`src/hdl/hrqp_pkg.sv`:
```
// Shared types and constants for the paced HID report queue.
`timescale 1ns / 1ps
`default_nettype none

package hrqp_pkg;

   localparam int REPORT_W    = 56;
   localparam int KEYS_W      = 48;
   localparam int REPORT_KEYS = 6;
   localparam int MAX_SLOTS   = 8;
   localparam int LEVEL_W     = 5;

   localparam logic [6:0]  KEY_CODE_MASK = 7'h7F;
   localparam logic [15:0] ELAPSED_MAX   = 16'hFFFF;
   localparam logic [15:0] INTERVAL_RST  = 16'd8;

   localparam logic OP_SCAN = 1'b0;
   localparam logic OP_TICK = 1'b1;

   typedef enum logic [1:0] {
      ST_NONE    = 2'd0,
      ST_QUEUED  = 2'd1,
      ST_FLUSHED = 2'd2,
      ST_DROPPED = 2'd3
   } status_type;

   // classified word handed from the front end to the back end
   typedef struct packed {
      logic                link_up;
      logic                op;
      logic                changed;
      logic [REPORT_W-1:0] report;
   } cmd_type;

endpackage

`default_nettype wire

```
`src/hdl/hid_report_queue_pacer.sv`:
```
// Top level of the paced HID boot keyboard report queue.
`timescale 1ns / 1ps
`default_nettype none

// Takes key scans and millisecond ticks on req_ and returns exactly one rsp_
// word per req_ word, in order. The front end packs the scan into a report
// and compares it with the previous scan in the cycle it is accepted; a
// two-entry queue carries it to the back end, which updates the report store,
// applies the send interval and loads the result register. One word per
// clock is sustained while rsp_ready stays high; rsp_valid follows the req_
// accept through the command queue and then the result register, which the
// back end loads together with the registered read of the report store. csr_
// writes set the minimum interval in milliseconds (0 acts as 1, reset value 8)
// and are always ready.

module hid_report_queue_pacer #(
   parameter int QUEUE_DEPTH = 16,
   parameter int SCAN_SLOTS  = 8
) (
   input  wire logic                          clock,
   input  wire logic                          reset,
   input  wire logic                          req_valid,
   output logic                               req_ready,
   input  wire logic                          req_op,
   input  wire logic                          req_link_up,
   input  wire logic [7:0]                    req_modifiers,
   input  wire logic [7:0]                    req_key_slot_0,
   input  wire logic [7:0]                    req_key_slot_1,
   input  wire logic [7:0]                    req_key_slot_2,
   input  wire logic [7:0]                    req_key_slot_3,
   input  wire logic [7:0]                    req_key_slot_4,
   input  wire logic [7:0]                    req_key_slot_5,
   input  wire logic [7:0]                    req_key_slot_6,
   input  wire logic [7:0]                    req_key_slot_7,
   input  wire logic                          csr_valid,
   output logic                               csr_ready,
   input  wire logic [15:0]                   csr_wdata,
   output logic                               rsp_valid,
   input  wire logic                          rsp_ready,
   output logic                               rsp_report_valid,
   output logic [7:0]                         rsp_report_modifiers,
   output logic [hrqp_pkg::KEYS_W-1:0]        rsp_report_keys,
   output logic [1:0]                         rsp_enqueue_status,
   output logic [hrqp_pkg::LEVEL_W-1:0]       rsp_queue_level
);
   import hrqp_pkg::*;

   logic [MAX_SLOTS-1:0][7:0] key_slots;
   cmd_type                   push_cmd, pop_cmd;
   logic                      push_valid, push_ready;
   logic                      pop_valid, pop_ready;

   assign key_slots = {req_key_slot_7, req_key_slot_6, req_key_slot_5, req_key_slot_4,
                       req_key_slot_3, req_key_slot_2, req_key_slot_1, req_key_slot_0};

   hrqp_front #(
      .SCAN_SLOTS (SCAN_SLOTS)
   ) u_front (
      .clock         (clock),
      .reset         (reset),
      .req_valid     (req_valid),
      .req_ready     (req_ready),
      .req_op        (req_op),
      .req_link_up   (req_link_up),
      .req_modifiers (req_modifiers),
      .req_key_slots (key_slots),
      .push_cmd      (push_cmd),
      .push_valid    (push_valid),
      .push_ready    (push_ready)
   );

   hrqp_cmd_fifo u_cmd_fifo (
      .clock      (clock),
      .reset      (reset),
      .push_cmd   (push_cmd),
      .push_valid (push_valid),
      .push_ready (push_ready),
      .pop_cmd    (pop_cmd),
      .pop_valid  (pop_valid),
      .pop_ready  (pop_ready)
   );

   hrqp_back #(
      .QUEUE_DEPTH (QUEUE_DEPTH)
   ) u_back (
      .clock                (clock),
      .reset                (reset),
      .pop_cmd              (pop_cmd),
      .pop_valid            (pop_valid),
      .pop_ready            (pop_ready),
      .csr_valid            (csr_valid),
      .csr_ready            (csr_ready),
      .csr_wdata            (csr_wdata),
      .rsp_valid            (rsp_valid),
      .rsp_ready            (rsp_ready),
      .rsp_report_valid     (rsp_report_valid),
      .rsp_report_modifiers (rsp_report_modifiers),
      .rsp_report_keys      (rsp_report_keys),
      .rsp_enqueue_status   (rsp_enqueue_status),
      .rsp_queue_level      (rsp_queue_level)
   );

endmodule

`default_nettype wire

```
`src/hdl/hrqp_front.sv`:
```
// Front end: packs a scan into a report and flags whether it changed.
`timescale 1ns / 1ps
`default_nettype none

module hrqp_front #(
   parameter int SCAN_SLOTS = 8
) (
   input  wire logic                                 clock,
   input  wire logic                                 reset,
   input  wire logic                                 req_valid,
   output logic                                      req_ready,
   input  wire logic                                 req_op,
   input  wire logic                                 req_link_up,
   input  wire logic [7:0]                           req_modifiers,
   input  wire logic [hrqp_pkg::MAX_SLOTS-1:0][7:0]  req_key_slots,
   output hrqp_pkg::cmd_type                         push_cmd,
   output logic                                      push_valid,
   input  wire logic                                 push_ready
);
   import hrqp_pkg::*;

   logic [REPORT_W-1:0] prev_ff, prev_in;
   logic [REPORT_W-1:0] report;
   logic [2:0]          n_keys;
   logic                accept;

   // nonzero slots go in slot order into the six key bytes; bit 7 is dropped
   always_comb begin
      report          = '0;
      n_keys          = '0;
      report[55:48]   = req_modifiers;
      for (int s = 0; s < SCAN_SLOTS; s++) begin
         if (req_key_slots[s] != 8'd0 && n_keys < 3'(REPORT_KEYS)) begin
            report[8*n_keys +: 8] = {1'b0, req_key_slots[s][6:0] & KEY_CODE_MASK};
            n_keys                = n_keys + 3'd1;
         end
      end
   end

   assign req_ready  = push_ready;
   assign push_valid = req_valid;
   assign accept     = req_valid && push_ready;

   always_comb begin
      push_cmd.link_up = req_link_up;
      push_cmd.op      = req_op;
      push_cmd.changed = (report != prev_ff);
      push_cmd.report  = report;
   end

   always_comb begin
      prev_in = prev_ff;
      if (accept) begin
         if (!req_link_up) begin
            prev_in = '0;
         end else if (req_op == OP_SCAN) begin
            prev_in = report;
         end
      end
   end

   always_ff @(posedge clock) begin
      if (reset) begin
         prev_ff <= '0;
      end else begin
         prev_ff <= prev_in;
      end
   end

endmodule

`default_nettype wire

```
`src/hdl/hrqp_cmd_fifo.sv`:
```
// Two-entry queue of classified words between front and back ends.
`timescale 1ns / 1ps
`default_nettype none

module hrqp_cmd_fifo (
   input  wire logic               clock,
   input  wire logic               reset,
   input  wire hrqp_pkg::cmd_type  push_cmd,
   input  wire logic               push_valid,
   output logic                    push_ready,
   output hrqp_pkg::cmd_type       pop_cmd,
   output logic                    pop_valid,
   input  wire logic               pop_ready
);
   import hrqp_pkg::*;

   cmd_type    slot_ff [2];
   logic       wr_ptr_ff, wr_ptr_in;
   logic       rd_ptr_ff, rd_ptr_in;
   logic [1:0] cnt_ff, cnt_in;
   logic       push, pop;

   assign push_ready = (cnt_ff != 2'd2);
   assign pop_valid  = (cnt_ff != 2'd0);
   assign pop_cmd    = slot_ff[rd_ptr_ff];
   assign push       = push_valid && push_ready;
   assign pop        = pop_valid && pop_ready;

   always_comb begin
      wr_ptr_in = push ? ~wr_ptr_ff : wr_ptr_ff;
      rd_ptr_in = pop ? ~rd_ptr_ff : rd_ptr_ff;
      cnt_in    = cnt_ff;
      if (push && !pop) begin
         cnt_in = cnt_ff + 2'd1;
      end else if (pop && !push) begin
         cnt_in = cnt_ff - 2'd1;
      end
   end

   always_ff @(posedge clock) begin
      if (reset) begin
         wr_ptr_ff <= 1'b0;
         rd_ptr_ff <= 1'b0;
         cnt_ff    <= 2'd0;
      end else begin
         wr_ptr_ff <= wr_ptr_in;
         rd_ptr_ff <= rd_ptr_in;
         cnt_ff    <= cnt_in;
      end
   end

   always_ff @(posedge clock) begin
      if (push) begin
         slot_ff[wr_ptr_ff] <= push_cmd;
      end
   end

endmodule

`default_nettype wire

```
`src/hdl/hrqp_back.sv`:
```
// Back end: report queue, send pacing, interval register and result register.
`timescale 1ns / 1ps
`default_nettype none

module hrqp_back #(
   parameter int QUEUE_DEPTH = 16
) (
   input  wire logic                              clock,
   input  wire logic                              reset,
   input  wire hrqp_pkg::cmd_type                 pop_cmd,
   input  wire logic                              pop_valid,
   output logic                                   pop_ready,
   input  wire logic                              csr_valid,
   output logic                                   csr_ready,
   input  wire logic [15:0]                       csr_wdata,
   output logic                                   rsp_valid,
   input  wire logic                              rsp_ready,
   output logic                                   rsp_report_valid,
   output logic [7:0]                             rsp_report_modifiers,
   output logic [hrqp_pkg::KEYS_W-1:0]            rsp_report_keys,
   output logic [1:0]                             rsp_enqueue_status,
   output logic [hrqp_pkg::LEVEL_W-1:0]           rsp_queue_level
);
   import hrqp_pkg::*;

   localparam int AW = (QUEUE_DEPTH > 1) ? $clog2(QUEUE_DEPTH) : 1;
   localparam int CW = $clog2(QUEUE_DEPTH + 1);
   localparam logic [AW-1:0] LAST_IDX = AW'(QUEUE_DEPTH - 1);
   localparam logic [CW-1:0] FULL_CNT = CW'(QUEUE_DEPTH);

   logic [REPORT_W-1:0] report_store_ff [QUEUE_DEPTH];

   logic [AW-1:0] head_ff, head_in;
   logic [AW-1:0] tail_ff, tail_in;
   logic [CW-1:0] count_ff, count_in;
   logic [15:0]   elapsed_ff, elapsed_in;
   logic          sent_before_ff, sent_before_in;
   logic [15:0]   interval_ff;
   logic [15:0]   interval_eff;

   logic                rsp_valid_ff;
   logic                sent_ff;
   status_type          status_ff, status;
   logic [CW-1:0]       level_ff;
   logic                byp_ff;
   logic [REPORT_W-1:0] byp_rep_ff;
   logic [REPORT_W-1:0] rd_data_ff;

   logic                fire;
   logic                wr_en;
   logic [AW-1:0]       wr_addr;
   logic [REPORT_W-1:0] wr_data;
   logic                send;
   logic                byp;
   logic                rd_en;
   logic [AW-1:0]       rd_addr;
   logic [REPORT_W-1:0] sent_word;
   logic [CW+4:0]       level_ext;

   assign csr_ready = 1'b1;
   assign fire      = pop_valid && (!rsp_valid_ff || rsp_ready);
   assign pop_ready = !rsp_valid_ff || rsp_ready;
   assign interval_eff = (interval_ff == 16'd0) ? 16'd1 : interval_ff;

   always_comb begin
      head_in        = head_ff;
      tail_in        = tail_ff;
      count_in       = count_ff;
      elapsed_in     = elapsed_ff;
      sent_before_in = sent_before_ff;
      status         = ST_NONE;
      wr_en          = 1'b0;
      wr_addr        = tail_ff;
      wr_data        = pop_cmd.report;
      send           = 1'b0;
      byp            = 1'b0;
      rd_addr        = head_ff;

      if (!pop_cmd.link_up) begin
         head_in        = '0;
         tail_in        = '0;
         count_in       = '0;
         elapsed_in     = '0;
         sent_before_in = 1'b0;
      end else begin
         if (pop_cmd.op == OP_SCAN) begin
            if (pop_cmd.changed) begin
               if (count_ff == FULL_CNT) begin
                  if (pop_cmd.report == '0) begin
                     // all keys released: flush and keep only the release
                     wr_en    = 1'b1;
                     wr_addr  = '0;
                     head_in  = '0;
                     tail_in  = AW'(1);
                     count_in = CW'(1);
                     status   = ST_FLUSHED;
                  end else begin
                     status = ST_DROPPED;
                  end
               end else begin
                  wr_en    = 1'b1;
                  tail_in  = (tail_ff == LAST_IDX) ? '0 : tail_ff + AW'(1);
                  count_in = count_ff + CW'(1);
                  status   = ST_QUEUED;
               end
            end
         end else if (elapsed_ff != ELAPSED_MAX) begin
            elapsed_in = elapsed_ff + 16'd1;
         end

         if (count_in != '0 && (!sent_before_in || elapsed_in >= interval_eff)) begin
            send    = 1'b1;
            // a lone entry written now is the head; take it straight from the word
            byp     = wr_en && (count_in == CW'(1));
            rd_addr = head_in;
            head_in = (head_in == LAST_IDX) ? '0 : head_in + AW'(1);
            count_in       = count_in - CW'(1);
            elapsed_in     = '0;
            sent_before_in = 1'b1;
         end
      end
   end

   assign rd_en = fire && send && !byp;

   always_ff @(posedge clock) begin
      if (fire && wr_en) begin
         report_store_ff[wr_addr] <= wr_data;
      end
      if (rd_en) begin
         rd_data_ff <= report_store_ff[rd_addr];
      end
   end

   always_ff @(posedge clock) begin
      if (reset) begin
         head_ff        <= '0;
         tail_ff        <= '0;
         count_ff       <= '0;
         elapsed_ff     <= '0;
         sent_before_ff <= 1'b0;
         interval_ff    <= INTERVAL_RST;
         rsp_valid_ff   <= 1'b0;
         sent_ff        <= 1'b0;
         status_ff      <= ST_NONE;
         level_ff       <= '0;
         byp_ff         <= 1'b0;
      end else begin
         if (csr_valid) begin
            interval_ff <= csr_wdata;
         end
         if (fire) begin
            head_ff        <= head_in;
            tail_ff        <= tail_in;
            count_ff       <= count_in;
            elapsed_ff     <= elapsed_in;
            sent_before_ff <= sent_before_in;
            rsp_valid_ff   <= 1'b1;
            sent_ff        <= send;
            status_ff      <= status;
            level_ff       <= count_in;
            byp_ff         <= byp;
         end else if (rsp_ready) begin
            rsp_valid_ff <= 1'b0;
         end
      end
   end

   always_ff @(posedge clock) begin
      if (fire && byp) begin
         byp_rep_ff <= pop_cmd.report;
      end
   end

   assign sent_word = byp_ff ? byp_rep_ff : rd_data_ff;
   assign level_ext = {5'd0, level_ff};

   assign rsp_valid            = rsp_valid_ff;
   assign rsp_report_valid     = sent_ff;
   assign rsp_report_modifiers = sent_ff ? sent_word[55:48] : 8'd0;
   assign rsp_report_keys      = sent_ff ? sent_word[KEYS_W-1:0] : '0;
   assign rsp_enqueue_status   = status_ff;
   assign rsp_queue_level      = level_ext[LEVEL_W-1:0];

   a_count_bound: assert property (@(posedge clock) disable iff (reset)
      count_ff <= FULL_CNT)
      else $error("report queue count above depth");

   a_empty_ptrs: assert property (@(posedge clock) disable iff (reset)
      count_ff == '0 |-> head_ff == tail_ff)
      else $error("empty queue with head and tail apart");

   a_link_down_clears: assert property (@(posedge clock) disable iff (reset)
      fire && !pop_cmd.link_up |=> count_ff == '0 && !sent_before_ff)
      else $error("link down did not clear queue and pacing");

   a_send_restarts: assert property (@(posedge clock) disable iff (reset)
      fire && send |=> elapsed_ff == '0 && sent_before_ff && sent_ff)
      else $error("send did not restart the interval");

endmodule

`default_nettype wire

```
`config.mk`:
```
export PLATFORM = sky130hd
export DESIGN_NAME = hid_report_queue_pacer
export DESIGN_NICKNAME = d
export VERILOG_FILES = /design/src/hdl/hrqp_pkg.sv /design/src/hdl/hid_report_queue_pacer.sv /design/src/hdl/hrqp_front.sv /design/src/hdl/hrqp_cmd_fifo.sv /design/src/hdl/hrqp_back.sv
export SDC_FILE = /design/constraint.sdc
export NUM_CORES = 2
export LEC_CHECK = 0
export BUFFER_PORTS_ARGS = -buffer_cell sky130_fd_sc_hd__buf_2
export CAP_MARGIN = 25
export CORE_ASPECT_RATIO = 0.8
export CORE_MARGIN = 1.5
export CORE_UTILIZATION = 60
export CTS_CLUSTER_SIZE = 8
export DETAILED_ROUTE_END_ITERATION = 16
export HOLD_SLACK_MARGIN = 0.05
export MAX_ROUTING_LAYER = met4
export PLACE_DENSITY = 0.77
export SLEW_MARGIN = 20
export SYNTH_ARGS = -nofsm -noshare
export SYNTH_HDL_FRONTEND = slang
export SYNTH_SLANG_ARGS = --single-unit
```
`constraint.sdc`:
```
create_clock -name clock -period 9 [get_ports clock]
set_input_delay 0 -clock clock [delete_from_list [all_inputs] [get_ports clock]]
set_output_delay 0 -clock clock [all_outputs]
set_load 0.02 [all_outputs]
```
==> parameters.txt <==
Parameter                              Value

Synth
  Dominant synthesized flop cell ... edfxtp_1
  Commonest cells post-synth ... edfxtp_1 (1,006), mux2i_1 (310), nor2_1 (296), clkbuf_1 (198), mux2_2 (183)
  Number of library cell types mapped by synthesis ... 91
  Yosys synthesis warning count ... 0
  Cell type contributing the most total cell area after synthesis ... edfxtp_1
  Asr flop ratio synth ... 0%
  Most frequent cell after synthesis ... edfxtp_1
  Sequential area share after synthesis ... 64.54%
  Post-synthesis average cell area ... 13.69 sq um
  Top area cells in the synthesized netlist ... edfxtp_1 (60%), mux2i_1 (6.2%), dfxtp_1 (4.2%)
  Mapped cell area ... 50,090 sq um
  Flip-flop and latch count after synthesis ... 1,112
  Area fraction of the dominant cell type after synthesis ... 60.31%
  Number of enable flip-flop cells after synthesis ... 1,006
  Post-Synthesis Cells ... 3,658

Worst setup path
  Kind of start point of the critical path ... input port
  WP data required ... 9.45 ns
  Origin of the worst setup path ... req_key_slot_0[1]
  Worst-case reg-to-reg path depth ... 17
  CP Max Fanout ... 12
  Arr. time, crit path ... 8.15 ns
  Crit path kind ... in -> reg
  Capture instance of the worst register-to-register path ... u_back.rd_data_ff[43]
  Critical Path Max Stage Delay ... 0.90 ns
  Critical Path Slowest Stage Cell ... nor4b_1
  Crit end category ... flip-flop
  Minimum setup slack among reg-to-reg paths ... 1.78 ns
  Cell with the most instances on the worst path ... ha_1

Clock tree
  Clock sink total ... 1,112
  PostCTS Resize Cnt ... 0
  Clock-pin slew on the worst setup and hold paths ... 0.05 ns
  Largest buffer count on any clock path ... 3
  Root Driver ... clkbuf_16
  Number of buffers created by CTS ... 157
  TritonCTS clock tree ... yes
  Clock latency of the later-clocked register in the worst-skew pair ... 0.75 ns
  H-tree levels ... 4

Drt
  Average wire per standard cell ... 29.27 microns
  Via/cell ratio ... 6.759
  Remaining DRCs ... 0
  Detail Route Antenna Nets ... 0
  DRT iter0 DRCs ... 4,795
  Total detailed-routing wirelength ... 149,900 microns
  First-pass DRT Iterations ... 8
  Via count ... 34,620

Run
  Max cap viols ... 0

Hold path
  Origin of the worst min-delay path ... req_key_slot_6[0]
  Tightest Hold Check Type ... in -> reg
  Worst hold stages ... 5
  Hold Path End ... u_cmd_fifo.slot_ff[0][24]

Timing
  Highest Clock Rate ... 0.1299 GHz
  Unrepaired setup endpoints after global routing ... no
  Final Hold Vio Count ... 0
  Slew at the pin closest to its max-slew limit ... 1.149 ns
  Max Transition Viols Final ... 0
  Fin Hold WS ... 0.1157 ns
  Final worst path period need ... 7.699 ns
  Worst-case clock skew ... 0.02374 ns
  Final worst-path cycle share ... 85.55%
  Slew margin rel. ... 23.42%
  Final count of negative-setup-slack endpoints ... 0
  Setup TNS Final ... 0 ns

Final layout
  Share of layout cells above drive strength 1 ... 19.25%
  Final Net Count ... 4,093
  Count of fill cells added during filler insertion ... 5,392
  Flip-flop and latch area ... 32,350 sq um
  Number of standard cells in the final layout excluding fillers ... 5,122
  Area grow syn2layout ... 15.25%
  Multi-input gate area in the final layout ... 16,590 sq um

Pwr
  Maximum ir drop on the vdd rail ... 0.2008 mV
  PD cells ... 262.7 nW/um^2
  Leakage power ... 0.01951 uW
  Design Power ... 15,170 uW

Global routing
  Total routing usage reported by global routing ... 35.94%
  Number of global-route vias before repair ... 33,500
  Congestion Overflow GR ... 0
  Wire length of the first global-routing pass ... 217,600 microns
  Largest net degree at the start of global routing ... 116
  Antenna violations before repair ... 3

Die
  Core Rows ... 94
  Std-Cell Core Area ... 82,450 sq um
  Die extent in y ... 261.4 microns
  Die area ... 85,240 sq um
  Starting density of the core ... 60.76%
  Die Span X ... 326.0 microns
  I/O pin cnt ... 162

Place
  Weighted congestion at the end of routability-driven global placement ... 1.030
  Number of placed instances with taps included ... 4,828
  Count of input and output buffers ... 154
  Final HPWL DP ... 89,890 microns

Outcome
  Outcome ... complete, no violations
==> power breakdown <==
| part | total, uW | switching (uW) | internal [uW] |
|---|---|---|---|
| Clock | 5320 | 2100 | 3230 |
| Sequential | 6640 | 178 | 6460 |
| Combinational | 3210 | 2150 | 1060 |
==> logic make-up (layout without fill, tap and decap cells) <==
| kind of cell | count (synthesis) | in the layout | share of synthesized area, % |
|---|---|---|---|
| DFF | 1112 | 1112 | 64.54 |
| muxes | 544 | 544 | 12.60 |
| other | 2 | 10 | 0.01499 |
| buffers and inverters | 352 | 704 | 2.735 |
| xor gates and xnor gates | 46 | 46 | 0.8193 |
| AOI/OAI and AO/OA | 720 | 720 | 9.777 |
| and+or+nand+nor | 839 | 839 | 8.420 |
| adders and majority gates | 43 | 43 | 1.089 |
==> cell type report <==
class | instances | share of cell area, %
multi-input combinational | 2199 | 28.73
sequential | 1112 | 56.03
antenna | 3 | 0.01300
timing repair buffer | 365 | 4.460
clock buffer | 205 | 7.228
clock inverter | 14 | 0.3446
inverter | 120 | 0.8019
tap | 1104 | 2.393
==> worst max path at each step <==
stage	end	slack [ns]	cells after the start
floorplan	u_back.report_store_ff[9][0]	1.33	7
CTS	u_cmd_fifo.slot_ff[0][56]	1.55	31
detailed placement	u_cmd_fifo.slot_ff[0][56]	0.81	31
global placement	u_cmd_fifo.slot_ff[0][56]	0.91	28
finish	u_cmd_fifo.slot_ff[0][56]	1.30	28
global route	u_cmd_fifo.slot_ff[0][56]	0.64	33
==> metrics by stage <==
stage                     setup slack (ns)  util [%]  instance area (sq um)
final                                1.301     70.02                  57730
after global routing                0.6407     70.02                  57730
after CTS                            1.549     69.99                  57700
after detailed placement            0.8116     63.83                  52630
after global placement              0.9106     63.82                  52620
after floorplan                      1.326         -                  50110
==> per-layer routing <==
layer	up-vias	part of all wire [%]	wire (microns)	GRT usage, %
met4	0	2.5	3697	10.53
met5	-	0	0	-
met3	301	11	16650	7.453
met1	17220	41	61990	50.65
li1	14810	-	-	-
met2	2293	45	67590	53.16
==> timing repair <==
action / in CTS / in global routing
endpoints found under the hold margin: 127 / 0
buffers inserted: 0 / 0
hold buffers: 70 / 0
==> worst max-delay path: cells and delay by family <==
family	cells	cell delay, ns
AOI/OAI and AO/OA	7	2.07
xor gates and xnor gates	1	0.22
adders and majority gates	4	1.54
buffers and inverters	4	0.62
muxes	1	0.30
and+or+nand+nor	11	3.38
==> flip-flops by register name (all words and copies together), names as in the netlist, 4 cells and up, named ones only <==
signal	flops
u_back.report_store_ff	800
u_cmd_fifo.slot_ff	106
u_back.byp_rep_ff	50
u_back.rd_data_ff	50
u_front.prev_ff	50
u_back.elapsed_ff	16
u_back.interval_ff	16
u_back.rsp_queue_level	5
u_back.head_ff	4
u_back.tail_ff	4
==> cells in the final DEF, fill, tap and decap left out, drive strengths merged, types with 89 or more instances in the layout <==
cell,n
nand2,125
clkbuf,206
inv,127
a21oi,174
o21ai,89
o211ai,125
edfxtp,1006
dfxtp,106
nor2,296
mux2i,311
buf,294
mux2,183
(Power assumes the default switching activity.)
